File: src/rtl/psb_pkg.sv
package psb_pkg;

  typedef enum logic [2:0] {
    OP_APPEND = 3'd0,
    OP_INSERT = 3'd1,
    OP_ROTATE = 3'd2,
    OP_DELETE = 3'd3,
    OP_DUMP   = 3'd4
  } opcode_e;

  typedef enum logic [1:0] {
    ST_OK    = 2'd0,
    ST_RANGE = 2'd1,
    ST_FULL  = 2'd2,
    ST_EMPTY = 2'd3
  } status_e;

  typedef enum logic [2:0] {
    S_IDLE,
    S_COPY,
    S_FIN,
    S_DREAD,
    S_DLOAD
  } state_e;

  // how the new image is built from the current bank during a copy
  typedef enum logic [1:0] {
    MD_INS,
    MD_DEL,
    MD_ROT
  } mode_e;

endpackage

File: src/rtl/psb_in_if.sv
interface psb_in_if;
  logic               valid;
  logic               ready;
  logic [2:0]         opcode;
  logic signed [31:0] value;
  logic signed [7:0]  position;
  logic signed [7:0]  steps;

  modport source (output valid, opcode, value, position, steps, input ready);
  modport sink   (input valid, opcode, value, position, steps, output ready);
endinterface

File: src/rtl/psb_out_if.sv
interface psb_out_if;
  logic               valid;
  logic               ready;
  logic [1:0]         status;
  logic signed [31:0] element;
  logic [5:0]         element_index;
  logic [6:0]         length;
  logic               last;

  modport source (output valid, status, element, element_index, length, last, input ready);
  modport sink   (input valid, status, element, element_index, length, last, output ready);
endinterface

File: src/rtl/positional_sequence_buffer.sv
// Ordered sequence of up to CAPACITY signed 32-bit values, held in two
// synchronous RAM banks (registered read) plus an element count. One
// bank is live; insert, delete and rotate rebuild the sequence into the other
// bank, one element per cycle through the read port, then swap banks. One
// operation is in flight at a time. Append, rejected operations and a rotate
// that moves nothing go from accept through S_FIN to the output register;
// insert/delete/rotate copy each element, retire the last write, swap banks
// and then load the output register, and a dump reads and then loads each
// element in turn, each element a separate beat with last on the final one.
// Output beats sit in an output register, so a pending beat does not stop
// the next operation being accepted once the current one has finished. No
// clearing pass is needed after reset.
module positional_sequence_buffer #(
  parameter int CAPACITY = 16
) (
  input logic        clk_i,
  input logic        rst_ni,
  psb_in_if.sink     in_i,
  psb_out_if.source  out_o
);
  import psb_pkg::*;

  localparam int IW = (CAPACITY > 1) ? $clog2(CAPACITY) : 1;
  localparam int CW = $clog2(CAPACITY + 1);

  // two RAM banks
  logic signed [31:0] mem0 [CAPACITY];
  logic signed [31:0] mem1 [CAPACITY];
  logic signed [31:0] rd0_q, rd1_q, rd_cur;
  logic               we0, we1, re0, re1;
  logic [IW-1:0]      wa0, wa1;
  logic signed [31:0] wd0, wd1;

  logic               we_cur, we_oth, re;
  logic [IW-1:0]      wa_cur, wa_oth, rd_addr;
  logic signed [31:0] wd_cur, wd_oth;

  state_e             state_q, state_d;
  mode_e              mode_q, mode_d;
  logic               bank_q, bank_d;
  logic [CW-1:0]      count_q, count_d;
  logic [CW-1:0]      j_q, j_d;
  logic [CW-1:0]      p_q, p_d;
  logic [CW-1:0]      r_q, r_d;
  logic [CW-1:0]      newn_q, newn_d;
  logic signed [31:0] val_q, val_d;
  status_e            status_q, status_d;
  logic               wr_vld_q, wr_vld_d;
  logic [IW-1:0]      wr_idx_q, wr_idx_d;
  logic               wr_val_q, wr_val_d;

  logic               out_vld_q, out_vld_d;
  status_e            o_status_q, o_status_d;
  logic signed [31:0] o_elem_q, o_elem_d;
  logic [5:0]         o_idx_q, o_idx_d;
  logic [6:0]         o_len_q, o_len_d;
  logic               o_last_q, o_last_d;

  logic               in_fire, out_free, is_ins_slot;
  logic [7:0]         n8, pos8, steps8;
  logic [CW:0]        j_x, n_x, k_x, src_x;

  always_ff @(posedge clk_i) begin
    if (we0) mem0[wa0] <= wd0;
    if (re0) rd0_q <= mem0[rd_addr];
  end

  always_ff @(posedge clk_i) begin
    if (we1) mem1[wa1] <= wd1;
    if (re1) rd1_q <= mem1[rd_addr];
  end

  // bank_q selects the live bank; the other one receives copies
  assign we0 = bank_q ? we_oth : we_cur;
  assign we1 = bank_q ? we_cur : we_oth;
  assign wa0 = bank_q ? wa_oth : wa_cur;
  assign wa1 = bank_q ? wa_cur : wa_oth;
  assign wd0 = bank_q ? wd_oth : wd_cur;
  assign wd1 = bank_q ? wd_cur : wd_oth;
  assign re0 = re & ~bank_q;
  assign re1 = re & bank_q;
  assign rd_cur = bank_q ? rd1_q : rd0_q;

  assign in_i.ready = (state_q == S_IDLE);
  assign in_fire    = in_i.valid && in_i.ready;
  assign out_free   = !out_vld_q || out_o.ready;

  assign n8     = 8'(count_q);
  assign pos8   = in_i.position;
  assign steps8 = in_i.steps;

  // source index of the new element j within the live bank
  assign j_x = {1'b0, j_q};
  assign n_x = {1'b0, count_q};
  assign k_x = j_x + {1'b0, r_q};
  always_comb begin
    unique case (mode_q)
      MD_INS:  src_x = (j_q < p_q) ? j_x : j_x - 1'b1;
      MD_DEL:  src_x = (j_q < p_q) ? j_x : j_x + 1'b1;
      MD_ROT:  src_x = (k_x >= n_x) ? k_x - n_x : k_x;
      default: src_x = j_x;
    endcase
  end
  assign is_ins_slot = (mode_q == MD_INS) && (j_q == p_q);

  always_comb begin
    state_d    = state_q;
    mode_d     = mode_q;
    bank_d     = bank_q;
    count_d    = count_q;
    j_d        = j_q;
    p_d        = p_q;
    r_d        = r_q;
    newn_d     = newn_q;
    val_d      = val_q;
    status_d   = status_q;
    wr_vld_d   = 1'b0;
    wr_idx_d   = wr_idx_q;
    wr_val_d   = wr_val_q;
    out_vld_d  = out_vld_q && !out_o.ready;
    o_status_d = o_status_q;
    o_elem_d   = o_elem_q;
    o_idx_d    = o_idx_q;
    o_len_d    = o_len_q;
    o_last_d   = o_last_q;
    we_cur     = 1'b0;
    wa_cur     = count_q[IW-1:0];
    wd_cur     = in_i.value;
    we_oth     = wr_vld_q;
    wa_oth     = wr_idx_q;
    wd_oth     = wr_val_q ? val_q : rd_cur;
    re         = 1'b0;
    rd_addr    = j_q[IW-1:0];

    unique case (state_q)
      S_IDLE: begin
        if (in_fire) begin
          val_d    = in_i.value;
          status_d = ST_OK;
          j_d      = '0;
          state_d  = S_FIN;
          case (opcode_e'(in_i.opcode))
            OP_APPEND: begin
              if (count_q >= CW'(CAPACITY)) begin
                status_d = ST_FULL;
              end else begin
                we_cur  = 1'b1;
                count_d = count_q + 1'b1;
              end
            end
            OP_INSERT: begin
              if (pos8[7] || pos8 > n8) begin
                status_d = ST_RANGE;
              end else if (count_q >= CW'(CAPACITY)) begin
                status_d = ST_FULL;
              end else begin
                mode_d  = MD_INS;
                p_d     = CW'(pos8);
                newn_d  = count_q + 1'b1;
                state_d = S_COPY;
              end
            end
            OP_ROTATE: begin
              if (count_q >= CW'(2)) begin
                mode_d = MD_ROT;
                newn_d = count_q;
                if (steps8[7] || steps8 == 8'd0) begin
                  r_d     = CW'(1);
                  state_d = S_COPY;
                end else if (steps8 < n8) begin
                  r_d     = CW'(steps8);
                  state_d = S_COPY;
                end
              end
            end
            OP_DELETE: begin
              if (count_q == '0) begin
                status_d = ST_EMPTY;
              end else if (pos8[7] || pos8 >= n8) begin
                status_d = ST_RANGE;
              end else begin
                mode_d  = MD_DEL;
                p_d     = CW'(pos8);
                newn_d  = count_q - 1'b1;
                state_d = S_COPY;
              end
            end
            OP_DUMP: begin
              if (count_q != '0) state_d = S_DREAD;
            end
            default: ;
          endcase
        end
      end

      S_COPY: begin
        // read the source of new element j from the live bank, write it to the other bank next cycle
        if (j_q != newn_q) begin
          wr_vld_d = 1'b1;
          wr_idx_d = j_q[IW-1:0];
          wr_val_d = is_ins_slot;
          re       = !is_ins_slot;
          rd_addr  = src_x[IW-1:0];
          j_d      = j_q + 1'b1;
        end else if (!wr_vld_q) begin
          bank_d  = !bank_q;
          count_d = newn_q;
          state_d = S_FIN;
        end
      end

      S_FIN: begin
        if (out_free) begin
          out_vld_d  = 1'b1;
          o_status_d = status_q;
          o_elem_d   = '0;
          o_idx_d    = '0;
          o_len_d    = 7'(count_q);
          o_last_d   = 1'b1;
          state_d    = S_IDLE;
        end
      end

      S_DREAD: begin
        re      = 1'b1;
        state_d = S_DLOAD;
      end

      S_DLOAD: begin
        if (out_free) begin
          out_vld_d  = 1'b1;
          o_status_d = ST_OK;
          o_elem_d   = rd_cur;
          o_idx_d    = 6'(j_q[IW-1:0]);
          o_len_d    = 7'(count_q);
          o_last_d   = (j_x + 1'b1 == n_x);
          j_d        = j_q + 1'b1;
          state_d    = (j_x + 1'b1 == n_x) ? S_IDLE : S_DREAD;
        end
      end

      default: state_d = S_IDLE;
    endcase
  end

  always_ff @(posedge clk_i or negedge rst_ni) begin
    if (!rst_ni) begin
      state_q   <= S_IDLE;
      bank_q    <= 1'b0;
      count_q   <= '0;
      wr_vld_q  <= 1'b0;
      out_vld_q <= 1'b0;
    end else begin
      state_q   <= state_d;
      bank_q    <= bank_d;
      count_q   <= count_d;
      wr_vld_q  <= wr_vld_d;
      out_vld_q <= out_vld_d;
    end
  end

  always_ff @(posedge clk_i) begin
    mode_q     <= mode_d;
    j_q        <= j_d;
    p_q        <= p_d;
    r_q        <= r_d;
    newn_q     <= newn_d;
    val_q      <= val_d;
    status_q   <= status_d;
    wr_idx_q   <= wr_idx_d;
    wr_val_q   <= wr_val_d;
    o_status_q <= o_status_d;
    o_elem_q   <= o_elem_d;
    o_idx_q    <= o_idx_d;
    o_len_q    <= o_len_d;
    o_last_q   <= o_last_d;
  end

  assign out_o.valid         = out_vld_q;
  assign out_o.status        = o_status_q;
  assign out_o.element       = o_elem_q;
  assign out_o.element_index = o_idx_q;
  assign out_o.length        = o_len_q;
  assign out_o.last          = o_last_q;

endmodule

File: src/flat_wrapper.sv
// flat-port wrapper written by rule: the top's interface ports become plain ports
module positional_sequence_buffer_flat import psb_pkg::*;
#(
  parameter int CAPACITY = 16
)
  (clk_i, rst_ni, in_i_valid, in_i_opcode, in_i_value, in_i_position, in_i_steps, in_i_ready, out_o_valid, out_o_status, out_o_element, out_o_element_index, out_o_length, out_o_last, out_o_ready);
  psb_in_if in_i_i ();
  psb_out_if out_o_i ();
  input logic clk_i;
  input logic rst_ni;
  input wire logic [$bits(in_i_i.valid)-1:0] in_i_valid;
  input wire logic [$bits(in_i_i.opcode)-1:0] in_i_opcode;
  input wire logic [$bits(in_i_i.value)-1:0] in_i_value;
  input wire logic [$bits(in_i_i.position)-1:0] in_i_position;
  input wire logic [$bits(in_i_i.steps)-1:0] in_i_steps;
  output wire logic [$bits(in_i_i.ready)-1:0] in_i_ready;
  output wire logic [$bits(out_o_i.valid)-1:0] out_o_valid;
  output wire logic [$bits(out_o_i.status)-1:0] out_o_status;
  output wire logic [$bits(out_o_i.element)-1:0] out_o_element;
  output wire logic [$bits(out_o_i.element_index)-1:0] out_o_element_index;
  output wire logic [$bits(out_o_i.length)-1:0] out_o_length;
  output wire logic [$bits(out_o_i.last)-1:0] out_o_last;
  input wire logic [$bits(out_o_i.ready)-1:0] out_o_ready;
  assign in_i_i.valid = in_i_valid;
  assign in_i_i.opcode = in_i_opcode;
  assign in_i_i.value = in_i_value;
  assign in_i_i.position = in_i_position;
  assign in_i_i.steps = in_i_steps;
  assign in_i_ready = in_i_i.ready;
  assign out_o_valid = out_o_i.valid;
  assign out_o_status = out_o_i.status;
  assign out_o_element = out_o_i.element;
  assign out_o_element_index = out_o_i.element_index;
  assign out_o_length = out_o_i.length;
  assign out_o_last = out_o_i.last;
  assign out_o_i.ready = out_o_ready;
  positional_sequence_buffer #(.CAPACITY(CAPACITY)) u_core (.clk_i(clk_i), .rst_ni(rst_ni), .in_i(in_i_i), .out_o(out_o_i));
endmodule
File: config.mk
export PLATFORM = sky130hd
export DESIGN_NAME = positional_sequence_buffer_flat
export DESIGN_NICKNAME = d
export VERILOG_FILES = /design/src/rtl/psb_pkg.sv /design/src/rtl/psb_in_if.sv /design/src/rtl/psb_out_if.sv /design/src/rtl/positional_sequence_buffer.sv /design/src/flat_wrapper.sv
export SDC_FILE = /design/constraint.sdc
export NUM_CORES = 2
export LEC_CHECK = 0
export BUFFER_PORTS_ARGS = -buffer_cell sky130_fd_sc_hd__buf_4
export CAP_MARGIN = 20
export CORE_UTILIZATION = 45
export CTS_CLUSTER_DIAMETER = 200
export DETAILED_ROUTE_END_ITERATION = 7
export SLEW_MARGIN = 10
export SYNTH_ARGS = -nofsm -noshare
export SYNTH_HDL_FRONTEND = slang
export SYNTH_SLANG_ARGS = --single-unit
File: constraint.sdc
create_clock -name clk_i -period 4.23 [get_ports clk_i]
set_clock_uncertainty 0.15 [all_clocks]
set_input_delay 0.2115 -clock clk_i [delete_from_list [all_inputs] [get_ports clk_i]]
set_output_delay 0.2115 -clock clk_i [all_outputs]
set_load 0.01 [all_outputs]
== Yosys cells after proc, flatten, opt, wreduce, memory -nomap -nowiden ==
Memories as Yosys holds them, arrays and structs flattened. A register that Yosys moved wholly into a read port is not among the register bits.
Cells that the tools add are included.
Cells by class
  order comparisons: 7
  add/sub/neg operators: 7
  shift-type cells: 0
  multipliers: 0
  div/mod/pow operators: 0
  bitwise gates (word level): 5
  mux-type cells: 88
  equality and inequality tests: 26
  reduce and logical (&&, ||, !) cells: 35
Operators by type and width (number)
  32-bit two-way mux: 6
  5-bit two-way mux: 17
  32-bit case mux with 2 select lines: 1
  5-bit case mux with 3 select lines: 2
  2-bit two-way mux: 14
  4-bit two-way mux: 7
  3-bit two-way mux: 9
  5-bit case mux with 2 select lines: 2
  1-bit two-way mux: 19
  2-bit inequality test, second input constant: 9
  3-bit case mux with 5 select lines: 1
  3-bit by 2-bit == test with 1-bit output, second input constant: 4
  6-bit two-way mux: 2
  2-bit case mux with 3 select lines: 2
  3-bit case mux with 4 select lines: 1
  4-bit case mux with 3 select lines: 1
  6-bit case mux with 2 select lines: 1
  5-bit by 1-bit adder with 5-bit output, second input constant: 2
  5-bit AND reduction: 2
  8-bit by 5-bit greater-or-equal comparator with 1-bit output: 1
  8-bit by 5-bit > comparator with 1-bit output: 1
  8-bit logical NOT: 1
  8-bit by 5-bit < comparator with 1-bit output: 1
  2-bit by 1-bit inequality test with 1-bit output, second input constant: 4
  other kinds (36): 58
Storage, ports and cells
  bits in read-only memories: 0
  logic and storage cells: 189
  memories: 2
  latch bits: 0
  output and inout bits: 50
  input bits: 55
  register bits: 118
  memory bits (writable): 1024
Memory list
  u_core.mem0: depth 16, bits a word 32, read ports 1, clocked after memory_dff 1, write ports 1, RTL line positional_sequence_buffer.sv:27  | logic signed [31:0] mem0 [CAPACITY];
  u_core.mem1: depth 16, bits a word 32, read ports 1, clocked after memory_dff 1, write ports 1, RTL line positional_sequence_buffer.sv:28  | logic signed [31:0] mem1 [CAPACITY];

== Depth between registers and ports, before layout ==
  word-level depth: 8
  mapped depth: 19
  mapped depth without buffers: 15

== Worst setup path before layout ==
No wires, ideal clock.
  kind: reg-to-reg
  start point: register u_core.j_q[0]
  end point: register u_core.rd1_q[10], read port of u_core.mem1, data pin
  path slack: -0.212 ns
  stages on the path, launching flop included: 18
  data arrival time: 4.035 ns
  clock period less this slack: 4.442 ns
  cells stage by stage: edfxtp_1 ha_1 fa_1 a21o_1 a21oi_1 xnor2_1 ha_1 a211oi_1 nand2_1 or4_1 a31oi_1 nand2b_1 buf_6 buf_2 mux2_2 nor2_1 a21oi_1 o2111a_1
On the way
  word-level cells in the longest chain between the ends: 6
  elaborated cells on any way between the ends: 19
RTL lines
  start, declared: RTL line positional_sequence_buffer.sv:42  | logic [CW-1:0] j_q, j_d;
  start signal, assigned: RTL line positional_sequence_buffer.sv:264  | j_q <= j_d;
  5-bit by 5-bit adder with 6-bit output or 5-bit == test (tied branches): RTL line positional_sequence_buffer.sv:95, positional_sequence_buffer.sv:104
  6-bit by 5-bit greater-or-equal comparator with 1-bit output, or another cell as far along: RTL line positional_sequence_buffer.sv:100  | MD_ROT: src_x = (k_x >= n_x) ? k_x - n_x : k_x;
  4-bit two-way mux or 1-bit logical NOT (tied branches): RTL line positional_sequence_buffer.sv:100, positional_sequence_buffer.sv:202
  4-bit case mux with 3 select lines or 1-bit two-way mux (tied branches): RTL line positional_sequence_buffer.sv:97, positional_sequence_buffer.sv:198
  4-bit two-way mux or 1-bit case mux with 2 select lines (tied branches): RTL line positional_sequence_buffer.sv:198, positional_sequence_buffer.sv:135
  4-bit two-way mux or 1-bit AND (tied branches): RTL line positional_sequence_buffer.sv:135, positional_sequence_buffer.sv:81
  end, declared: RTL line positional_sequence_buffer.sv:29  | logic signed [31:0] rd0_q, rd1_q, rd_cur;
Parallel ways exist; a longest one is shown, timed or not.
A chain may end at the register's enable or synchronous reset.

== Final worst setup path ==
  start point: register u_core.j_q[0]
  end point: register u_core.rd1_q[22], read port of u_core.mem1, data pin
The elaborated chain is that of the path after synthesis.

==> impl_metrics.csv <==
group,metric,value,unit
outcome,run_status,"complete, but fails checks",
outcome,failing_checks,"negative setup slack",
timing,hold_violations,0,
run,max_cap_viol_count,0,
routing,drt_wl_total,145000,um
critical_path,timing.critical_path.required,4.53,ns
global_routing,vias_in_the_first_global_route,29500,
placed_design,dp_hpwl,79100,um
global_routing,overflow,0,
die,floorplan.die_area,111000,um^2
global_routing,grt_start_max_net_pins,109,
placed_design,place_congestion,0.849,
routing,highest-signal-layer,"met5",
synthesis,number_of_enable_type_register_cells_in_the_synthesized_netlist,1193,
synthesis,synth_common_cells,"1193 x sky130_fd_sc_hd__edfxtp_1, 682 x sky130_fd_sc_hd__nand2_1, 260 x sky130_fd_sc_hd__mux2i_1",
routing,drt-vias-per-instance,5.82,
synthesis,yosysWarnings,0,
critical_path,timing.reg2reg.worst_path_depth,18,
synthesis,fraction_of_registers_with_async_set_reset,0.914,%
clock_tree,clk_pin_slew_worst_paths,0.06,ns
clock_tree,cts_max_level,3,
clock_tree,clk_latency,0.72,ns
timing,grt_setup_unrepaired,"yes",
min_path,min-delay-start,"in_i_position[7]",
critical_path,criticalPathCategory,"register to register",
die,core_area,108000,um^2
timing,final_min_period_over_clock_period,108,%
clock_tree,max_buffers_root_to_sink,3,
routing,met3_length,12700,um
die,initial_core_util,45.7,%
placed_design,io_buffer_count,100,
timing,worst_slack,-0.347,ns
synthesis,number_of_cells_produced_by_synthesis,3454,
routing,drt.antenna.violating_nets,0,
clock_tree,clock_tree_from_tritoncts,"done",
synthesis,synth_largest_type_area_fraction,72.8,%
finish,drive_gt1_share,18.5,%
clock_tree,tritoncts_num_sinks,1204,
synthesis,netlist-cell-type-count,69,
synthesis,synth_area_leader_cell,"sky130_fd_sc_hd__edfxtp_1",
synthesis,synthesis.area_per_instance,14.2,um^2
clock_tree,tritoncts.num_buffers,120,
synthesis,synth.most_common_cell,"sky130_fd_sc_hd__edfxtp_1",
power_and_ir_drop,power.static_leakage,20.8,nW
finish,fillers,8563,
synthesis,synth_seq_area_share,73.4,%
timing,holdWs,0.0631,ns
routing,drt_iter0_markers,3801,
synthesis,yosys_most_used_dff,"sky130_fd_sc_hd__edfxtp_1",
die,floorplan.io_pins,105,
timing,final-setup-viol-count,64,
finish,n_antenna_cell,0,
clock_tree,cts_root_buf,"sky130_fd_sc_hd__clkbuf_16",
global_routing,grt_antenna_before_repair,3,
timing,maxSlewViolCount,0,
routing,routed_wire_length_per_instance,27.3,um
min_path,timing.hold.worst.class,"primary input to register",
synthesis,synth.cell_area,49200,um^2
critical_path,r2r_slack,-0.35,ns
min_path,hold_depth,5,
die,total_number_of_placement_rows,120,
global_routing,grt_usage,25.3,%
critical_path,reg2reg_to,"u_core.rd1_q[22]$_DFFE_PP_",
timing,fin_crit,4.58,ns
routing,drc_errors,0,
die,die_height,333,um
timing,maximum_clock_rate,218,MHz
critical_path,r2r-start,"u_core.j_q[0]$_SDFFCE_PN0P_",
min_path,hold_end,"u_core.p_q[4]$_DFFE_PP_",
critical_path,critical_path_peak_fanout,8,
timing,tightestPinTransition,1.23,ns
synthesis,postSynthRegisterBits,1204,
power_and_ir_drop,power_per_cell_area,563,nW/um^2
global_routing,global_route_wire_length_before_repair,203000,um
power_and_ir_drop,fin_total_pwr,33.6,mW
finish,nets,3916,
routing,dr.pass1.iters,6,
critical_path,crit_arrival,4.88,ns
routing,met2RoutedLength,66400,um
critical_path,timing.critical_path.to_type,"register",
power_and_ir_drop,worst_ir_drop_vdd,0.358,mV
timing,worst_slew_margin_rel,17.9,%
critical_path,worst_setup_path_start_kind,"register",
die,chipWidth,333,um
timing,setup_tns,-15.41,ns
synthesis,synth_area_leaders,"sky130_fd_sc_hd__edfxtp_1 73%, sky130_fd_sc_hd__mux2i_1 5.3%, sky130_fd_sc_hd__nand2_1 5.2%",
finish,areaGrowthSynthToFinish,21.3,%
routing,vias,31000,
routing,wl_met1,60600,um
-- cell type report --
class	count	area, um^2	area share (%)
multi-input cells	2014	12600	21.1
clock inverters	60	616	1.03
clock buffers	158	3190	5.34
repair buffers	462	5310	8.89
inverters	27	101	0.170
well taps	1403	1760	2.94
flip-flops and latches	1204	36100	60.5
-- kinds of logic (layout without fill, tap and decap cells) --
kind of cell	Yosys count	in the layout	synth area share, %
DFF	1204	1204	73.4
buffers and inverters	240	707	2.18
xor gates and xnor gates	25	25	0.445
muxes	316	316	6.57
and+or+nand+nor	1227	1228	10.7
AOI/OAI and AO/OA	409	409	5.80
adders and majority gates	32	32	0.845
other	1	4	0.00762
-- registers in the layout, summed over array words and instances, names as in the netlist, 2 cells and up --
signal and flops:
u_core.rd1_q 32, u_core.state_q 3, u_core.val_q 32, u_core.mem1 512
u_core.mode_q 2, u_core.status_q 2, u_core.count_q 5, u_core.mem0 512
u_core.newn_q 5, u_core.p_q 5, u_core.j_q 5, u_core.r_q 5
u_core.out_o.element_index 4, u_core.wa_oth 4, u_core.out_o.status 2, u_core.out_o.length 5
u_core.out_o.element 32, u_core.rd0_q 32
-- placed cells by master (no fill, tap or decap), types with 23 or more instances in the layout --
cell type                          n
sky130_fd_sc_hd__a21oi_1         108
sky130_fd_sc_hd__a31oi_1          58
sky130_fd_sc_hd__a32oi_1          45
sky130_fd_sc_hd__buf_12           89
sky130_fd_sc_hd__buf_4           276
sky130_fd_sc_hd__clkbuf_1         36
sky130_fd_sc_hd__clkbuf_16       134
sky130_fd_sc_hd__clkinv_1         23
sky130_fd_sc_hd__dlygate4sd3_1    52
sky130_fd_sc_hd__edfxtp_1       1193
sky130_fd_sc_hd__ha_1             29
sky130_fd_sc_hd__inv_1            26
sky130_fd_sc_hd__mux2_2           51
sky130_fd_sc_hd__mux2i_1         260
sky130_fd_sc_hd__nand2_1         678
sky130_fd_sc_hd__nand3_1         223
sky130_fd_sc_hd__nand4_1          51
sky130_fd_sc_hd__nor2_1          113
sky130_fd_sc_hd__nor2_4           37
sky130_fd_sc_hd__nor3_1           39
sky130_fd_sc_hd__o21ai_0          57
sky130_fd_sc_hd__o22a_1           45
-- metrics by stage --
stage          instance area, um^2  std cells  setup slack, ns  utilization, %
5_1_grt                      59700       5328           -0.492            55.4
4_1_cts                      58900       5290           -0.210            54.8
2_1_floorplan                49300       3457           0.0125               -
3_5_place_dp                 53900       4993           -0.244            50.1
3_3_place_gp                 53900       4991           -0.205            50.1
6_report                     59700       5328           -0.347            55.4
-- how the worst max path moves through the flow --
stage / slack, ns / to / startpoint / depth (start not counted)
after floorplan: 0.01 / u_core.rd0_q[17]$_DFFE_PP_ / u_core.j_q[0]$_SDFFCE_PN0P_ / 17
final: -0.35 / u_core.rd1_q[22]$_DFFE_PP_ / u_core.j_q[0]$_SDFFCE_PN0P_ / 18
after global routing: -0.49 / u_core.rd1_q[0]$_DFFE_PP_ / u_core.j_q[0]$_SDFFCE_PN0P_ / 18
after detailed placement: -0.24 / u_core.rd0_q[31]$_DFFE_PP_ / u_core.j_q[0]$_SDFFCE_PN0P_ / 16
after global placement: -0.20 / u_core.rd0_q[31]$_DFFE_PP_ / u_core.j_q[0]$_SDFFCE_PN0P_ / 17
after CTS: -0.21 / u_core.rd1_q[18]$_DFFE_PP_ / u_core.r_q[0]$_SDFFCE_PP1P_ / 19
-- critical path, cell delays in order, from the launching register on --
cell	delay, ns
sky130_fd_sc_hd__edfxtp_1	0.40
sky130_fd_sc_hd__ha_2	0.21
sky130_fd_sc_hd__fa_2	0.33
sky130_fd_sc_hd__buf_4	0.13
sky130_fd_sc_hd__buf_4	0.12
sky130_fd_sc_hd__xor2_1	0.23
sky130_fd_sc_hd__ha_1	0.31
sky130_fd_sc_hd__buf_4	0.15
sky130_fd_sc_hd__o21a_1	0.11
sky130_fd_sc_hd__or3_1	0.37
sky130_fd_sc_hd__o311ai_4	0.12
sky130_fd_sc_hd__a211oi_2	0.13
sky130_fd_sc_hd__or4_4	0.67
sky130_fd_sc_hd__buf_6	0.17
sky130_fd_sc_hd__nor3_4	0.21
sky130_fd_sc_hd__buf_6	0.16
sky130_fd_sc_hd__clkbuf_16	0.17
sky130_fd_sc_hd__a221oi_2	0.06
sky130_fd_sc_hd__o2111a_1	0.12
-- power breakdown --
part	internal, mW	total, mW	leakage, nW	switching, mW
Clock	5.94	10.4	1.85	4.47
Combinational	3.42	8.72	8.04	5.30
Sequential	14.3	14.5	10.9	0.184
-- what timing repair did --
item,in CTS,in global routing
hold buffers,52,0
endpoints found under the setup margin,64,64
pin swaps,24,27
hold endpoints to repair,972,0
setup buffers,18,12
resized for setup,59,40
cloned,9,16
-- layer usage --
layer,up-vias,GRT usage (%)
li1,13800,-
met1,15500,35.4
met2,1419,39.6
met3,269,4.56
met4,2,9.23
met5,-,0
Power figures use the tool's default switching activity.
